File: config.mk
export PLATFORM = sky130hd
export DESIGN_NAME = depq_cell
export DESIGN_NICKNAME = d
export VERILOG_FILES = /design/src/rtl/depq_pkg.sv /design/src/rtl/depq_cell.sv
export SDC_FILE = /design/constraint.sdc
export NUM_CORES = 1
export LEC_CHECK = 0
export ABC_CLOCK_PERIOD_IN_PS = 4800
export BUFFER_PORTS_ARGS = -buffer_cell sky130_fd_sc_hd__buf_4
export CAP_MARGIN = 20
export CORE_UTILIZATION = 43
export CTS_BUF_LIST = sky130_fd_sc_hd__clkbuf_4 sky130_fd_sc_hd__clkbuf_8 sky130_fd_sc_hd__clkbuf_16
export CTS_CLUSTER_DIAMETER = 40
export DETAILED_ROUTE_END_ITERATION = 16
export GPL_TIMING_DRIVEN = 1
export PLACE_DENSITY_LB_ADDON = 0.05
export SLEW_MARGIN = 30
export SYNTH_ARGS = -nofsm -noshare
export SYNTH_HDL_FRONTEND = slang
export SYNTH_SLANG_ARGS = --single-unit
File: constraint.sdc
create_clock -name i_clk -period 4.8 [get_ports i_clk]
set_input_delay 0.96 -clock i_clk [delete_from_list [all_inputs] [get_ports i_clk]]
set_output_delay 0.96 -clock i_clk [all_outputs]
set_load 0.02 [all_outputs]
File: src/rtl/depq_pkg.sv
// Package for the double-ended priority queue: command codes, cell control
// struct, data width, default capacity and the order key function.
// No dependencies.
`default_nettype none

package depq_pkg;

    localparam int unsigned DATA_W           = 32;
    localparam int unsigned DEFAULT_CAPACITY = 64;

    typedef enum logic [1:0] {
        CMD_INSERT  = 2'd0,
        CMD_DEL_MAX = 2'd1,
        CMD_DEL_MIN = 2'd2,
        CMD_NOP     = 2'd3
    } t_cmd;

    // Per-cycle instruction broadcast to every cell of the chain.
    typedef struct packed {
        logic insert;
        logic del_min;
    } t_cell_op;

    // Flipping the sign bit turns signed order into unsigned order.
    function automatic logic [DATA_W-1:0] order_key(input logic [DATA_W-1:0] v);
        order_key = {~v[DATA_W-1], v[DATA_W-2:0]};
    endfunction

endpackage

`default_nettype wire

File: src/rtl/depq_cell.sv
// One cell of the sorted register chain: holds one value, compares it with
// the value being inserted and shifts with its neighbours. Depends on depq_pkg.
`default_nettype none

module depq_cell #(
    parameter int unsigned CAPACITY = depq_pkg::DEFAULT_CAPACITY,
    parameter int unsigned CELL_IDX = 0,
    localparam int unsigned CNT_W   = $clog2(CAPACITY + 1)
) (
    input  wire                             i_clk,
    input  depq_pkg::t_cell_op              i_op,
    input  wire  [depq_pkg::DATA_W-1:0]     i_ins_value,
    input  wire  [CNT_W-1:0]                i_count,
    input  wire  [depq_pkg::DATA_W-1:0]     i_left_value,
    input  wire                             i_left_gt,
    input  wire  [depq_pkg::DATA_W-1:0]     i_right_value,
    input  wire                             i_right_occ,
    output logic [depq_pkg::DATA_W-1:0]     o_value,
    output logic                            o_gt,
    output logic                            o_occ,
    output logic [depq_pkg::DATA_W-1:0]     o_top_value
);
    import depq_pkg::*;

    logic [DATA_W-1:0] r_value;
    logic [DATA_W-1:0] n_value;

    // A free cell counts as greater, so an insert fills the first free cell.
    assign o_occ = CNT_W'(CELL_IDX) < i_count;
    assign o_gt  = !o_occ || (order_key(r_value) > order_key(i_ins_value));

    assign o_value     = r_value;
    assign o_top_value = (o_occ && !i_right_occ) ? r_value : '0;

    always_comb begin
        n_value = r_value;
        if (i_op.insert) begin
            if (o_gt) begin
                n_value = i_left_gt ? i_left_value : i_ins_value;
            end
        end else if (i_op.del_min) begin
            n_value = i_right_value;
        end
    end

    always_ff @(posedge i_clk) begin
        r_value <= n_value;
    end

endmodule

`default_nettype wire

; ---- Yosys cells after proc, flatten, opt, wreduce, memory -nomap -nowiden
; Index checks and enable logic that the tools add are counted.
[totals]
input_bits = 108
reg_bits = 32
out_inout_bits = 66
[op_classes]
n_reduce_logical = 6
eq_ne = 1
muxes = 5
n_lt_le_gt_ge = 2
n_bitwise = 2
[ops]
columns = operator, n
row1 = $mux 32, 5
row2 = $gt 32x32->1, 1
row3 = $lt 1x7->1 const A, 1
row4 = $logic_not 1->1, 2
row5 = $ne 2x1->1 const B, 1
row6 = $not 1->1, 2
row7 = $reduce_and 2->1, 1
row8 = $reduce_bool 2->1, 1
row9 = $logic_and 1x1->1, 1
row10 = $logic_or 1x1->1, 1

; ---- Depth between registers and ports, before layout
[logic_depth]
depth_word = 5
ltp_mapped = 7
mapped_depth_nobuf = 7

; ---- Worst setup path after synthesis
; OpenSTA, ideal clock, no wires.
[synth_path]
path_kind = in2reg
from = input port i_ins_value[14] (netlist name)
to = register r_value[0] (netlist: o_value[0]), enable pin
t_required_ns = 4.368
path_stages = 7
setup_time_ns = 0.432
path_slack_ns = 0.775
arrival_time_ns = 3.593
n_path_buf = 0
path_cell_list = inv_1 ha_1 nand4_2 nor4_2 a21boi_2 o31ai_2 a21oi_1
[synth_via]
elab_chain_len = 4
[synth_rtl]
columns = item, line_no
row1 = from (decl), depq_cell.sv:12  ; input wire [depq_pkg::DATA_W-1:0] i_ins_value,
row2 = $gt 32x32->1, depq_cell.sv:30  ; assign o_gt = !o_occ || (order_key(r_value) > order_key(i_ins_value));
row3 = $logic_or 1x1->1, depq_cell.sv:30
row4 = $ne 2x1->1 (no line), --
row5 = $reduce_and 2->1 (no line), --
row6 = to (signal assigned), depq_cell.sv:47  ; r_value <= n_value;
row7 = to (decl), depq_cell.sv:25  ; logic [DATA_W-1:0] r_value;
; Every way passes these cells.
; A chain may end at the register's enable or synchronous reset.

; ---- Final worst setup path
[layout_path]
from = input port i_ins_value[14] (netlist name)
to = output port o_gt
[layout_via]
elab_chain_len = 2
[layout_rtl]
columns = item, line_no
row1 = $gt 32x32->1, depq_cell.sv:30
row2 = $logic_or 1x1->1, depq_cell.sv:30
row3 = to (decl), depq_cell.sv:19  ; output logic o_gt,
; Every way passes these cells.

==> results summary <==
For this run, the top clock speed supported by timing is 275 MHz. The cell area after layout came out at 0.00413 mm^2. In this run the clock root is driven by a clkbuf_8.

Setup repair after global routing left no endpoint under its margin. The peak fanout along the critical path came out at 3. Synthesis produced 298 cells. The clock insertion delay at the later pin of the skew report came out at 270 ps.

The portion of total power attributed to the clock network came out at 0.187. Dividing the final minimum period by the clock period gives 0.757. STA classifies the critical path startpoint as an input pin. In this run the core area contains 28 standard-cell rows. The flow ran to the end, and the final reports show no timing, DRC or antenna violations. The count of endpoints failing setup in the final report came out at 0. For this run, asynchronously set or reset flops after synthesis account for 0.

The area of the die is 0.00660 mm^2. The number of sinks handled by clock tree synthesis is 32. Summed over all cells, the static leakage comes to 2.11 nW. The final non-filler cell total came out at 537.

The count of placed standard cells including taps is 532. STA puts the critical path data arrival time at 2680 ps. The routed layout has 2736 vias. The final-report max-slew violation count came out at 0. The critical path is of the input pin to primary output type.

The TritonCTS clock tree is done. The power density over the cells is 236 mW/mm^2. The worst path in the final design needs a cycle of 3640 ps, including I/O delays and setup. The via count of the first global-routing pass came out at 2539. Across every metal layer, demand over resource in global routing totals 0.225.

The share of total power dissipated in sequential elements is 0.388. Once layout is complete, the utilization of the core stands at 0.689. The total detailed-routing wirelength came out at 7390 um. The pre-CTS worst setup slack came out at 1170 ps. The first-pass detailed-route iteration total came out at 5. Buffers added to address setup during post-CTS repair amount to 0. After clock tree synthesis, the clock-pin slew on the worst setup and hold paths is 60 ps. In this run the critical register-to-register path is launched from o_value[14].

The distinct cell type count of the synthesized netlist came out at 30. Tracing the worst setup path back leads to its startpoint at i_ins_value[14]. The core area came out at 0.00599 mm^2. The post-cts gate resize count is 0.

The first global-routing pass estimated 11200 um of wire. STA classifies the critical path endpoint as a primary output. Between clock sinks in the finished design, the worst skew comes to 5.61 ps.

The pin count of the biggest net entering global routing is 67. The path class of the tightest hold or removal check is input pin to register. STA puts the critical path data required time at 3840 ps. After the first detailed-routing iteration, the DRC count stood at 103. The share of total power dissipated in combinational logic is 0.425. The signed area change from the synthesized netlist to the final layout is 52.8%.

The number of nets with antenna violations after detailed routing is 0. The area used by multi-input combinational logic came out at 0.00157 mm^2. CTS built an H-tree with a depth of 2. The worst ir drop on vdd is 0.000139 V. The flip-flop count of the largest register after layout is 32. The total CTS buffers is 5. The detailed-route vias per instance is 5.09. The switching power is 326 uW. For the final routed database, the setup TNS stands at 0 ps. The detailed-route wire length per cell is 13.8 um. The number of antenna diodes in the final layout is 0.

The number of nets produced by synthesis is 438. The post-route DRC violation count is 0. The synthesized design contains 32 enable-type register cells. The vertical die dimension came out at 81.2 um.

Synthesis inferred 32 register bits. The number of filler cells placed in the layout is 529. The final hold violation count is 0. The worst relative slew slack is 0.542. In the final design database the tool counted 604 nets. Global routing finished with a remaining overflow of 0.

For the pin with the worst max-slew slack, the measured transition is 685 ps. The number of buffers on the longest clock path came out at 2. The area used by sequential logic in the layout is 961 um^2. Measured along the x axis, the die boundary spans 81.2 um.

The origin of the worst min-delay path is i_right_value[27]. Internal power comes to 646 uW. The total placed instance area is 0.00405 mm^2. The most used flip-flop cell after synthesis is edfxtp_1.

At the end of routability-driven placement, the weighted congestion stood at 0.808. The post-synthesis sequential area ratio came out at 0.356. The netlist area before placement came out at 0.00270 mm^2. The initial standard-cell utilization of the core is 0.451. Of the cells placed in the final design, the portion with a size suffix greater than 1 is 0.405.

The setup slack after layout came out at 1160 ps. The post-synthesis average cell area is 9.06 um^2. The boundary pin count is 174.

The number of warnings reported in the yosys synthesis log came out at 0. The half-perimeter wire length after detailed placement came out at 5850 um. Of the total power, the share spent switching nets is 0.335.

The max-cap check violation count came out at 0. The cts-stage hold buffer count came out at 0. The number of antenna violations at the first check in global routing came out at 0. The count of input and output buffers is 173.
power by group through the flow:
stage,sequential [mW],clock (mW),combinational [mW]
after floorplan,0.417,0,0.184
after global placement,0.382,0,0.407
after detailed placement,0.383,0,0.416
final,0.377,0.181,0.414
after CTS,0.378,0.187,0.417
after global routing,0.381,0.200,0.452
routing by layer:
| metal | vias to the layer above | wire [um] | GRT usage |
|---|---|---|---|
| li1 | 1385 | - | - |
| met5 | - | 0 | 0 |
| met3 | 12 | 554 | 0.0483 |
| met4 | 0 | 129 | 0.0750 |
| met1 | 1226 | 2930 | 0.251 |
| met2 | 113 | 3770 | 0.418 |
cells in the final DEF, fill, tap and decap left out:
cell / count
buf_4: 174
a21oi_1: 45
nor2_1: 35
inv_1: 32
mux2i_1: 32
ha_1: 32
edfxtp_1: 32
and2_1: 31
nand2_1: 7
nor3_1: 5
clkbuf_8: 5
nand3_1: 4
nand4_1: 4
nor4_1: 2
nand4_2: 2
a221o_1: 2
a21o_1: 2
o22ai_1: 2
nor2_4: 1
o21ai_0: 1
nor2b_1: 1
o211ai_1: 1
nor4_2: 1
a21boi_2: 1
o31ai_2: 1
o21ai_1: 1
o21a_1: 1
a41o_1: 1
or3_1: 1
and4_1: 1
inv_2: 1
a21oi_4: 1
kinds of logic after synthesis:
group,Yosys count,share of synthesized area
AOI/OAI and AO/OA,59,0.125
adders and majority gates,32,0.148
DFF,32,0.356
muxes,32,0.119
buffers and inverters,48,0.0686
and+or+nand+nor,95,0.184
layout make-up:
class                   count  share of cell area
multi-input cells         218               0.381
repair buffers            174               0.317
flip-flops and latches     32               0.233
inverters                  33              0.0300
well taps                  75              0.0227
clock buffers               5              0.0167
cells in the mapped netlist, drive strengths merged, types with 2 or more instances:
cell / count / area (um^2)
mux2i: 32 / 320
ha: 32 / 400
a21o: 2 / 15.0
buf: 4 / 20.0
a221o: 2 / 20.0
clkbuf: 11 / 41.3
and2: 31 / 194
inv: 33 / 124
nand2: 7 / 26.3
edfxtp: 32 / 961
nor4: 3 / 25.0
nand3: 4 / 20.0
o22ai: 2 / 12.5
nor3: 5 / 25.0
nor2: 36 / 135
a21oi: 46 / 230
nand4: 6 / 50.0
o21ai: 2 / 10.0
final timing paths:
check,end,slack [ps],cells after the start
max,o_gt,1160,9
min,o_value[27],1000,3
max reg2reg,o_value[6],1960,7
min reg2reg,o_value[19],1290,5
worst max-delay path: stages:
cell     delay, ps
buf_4           80
inv_1           30
ha_1           320
a21oi_1        170
nand2_1         80
a221o_1        360
o31ai_2        380
a21oi_1        110
buf_4          180
metrics by stage:
step,hold WS [ps],power (mW)
floorplan,1190,0.601
global placement,1280,0.789
detailed placement,1280,0.799
CTS,993,0.982
global route,997,1.03
finish,1000,0.972
Note: power is estimated with default switching activity, not from simulation.
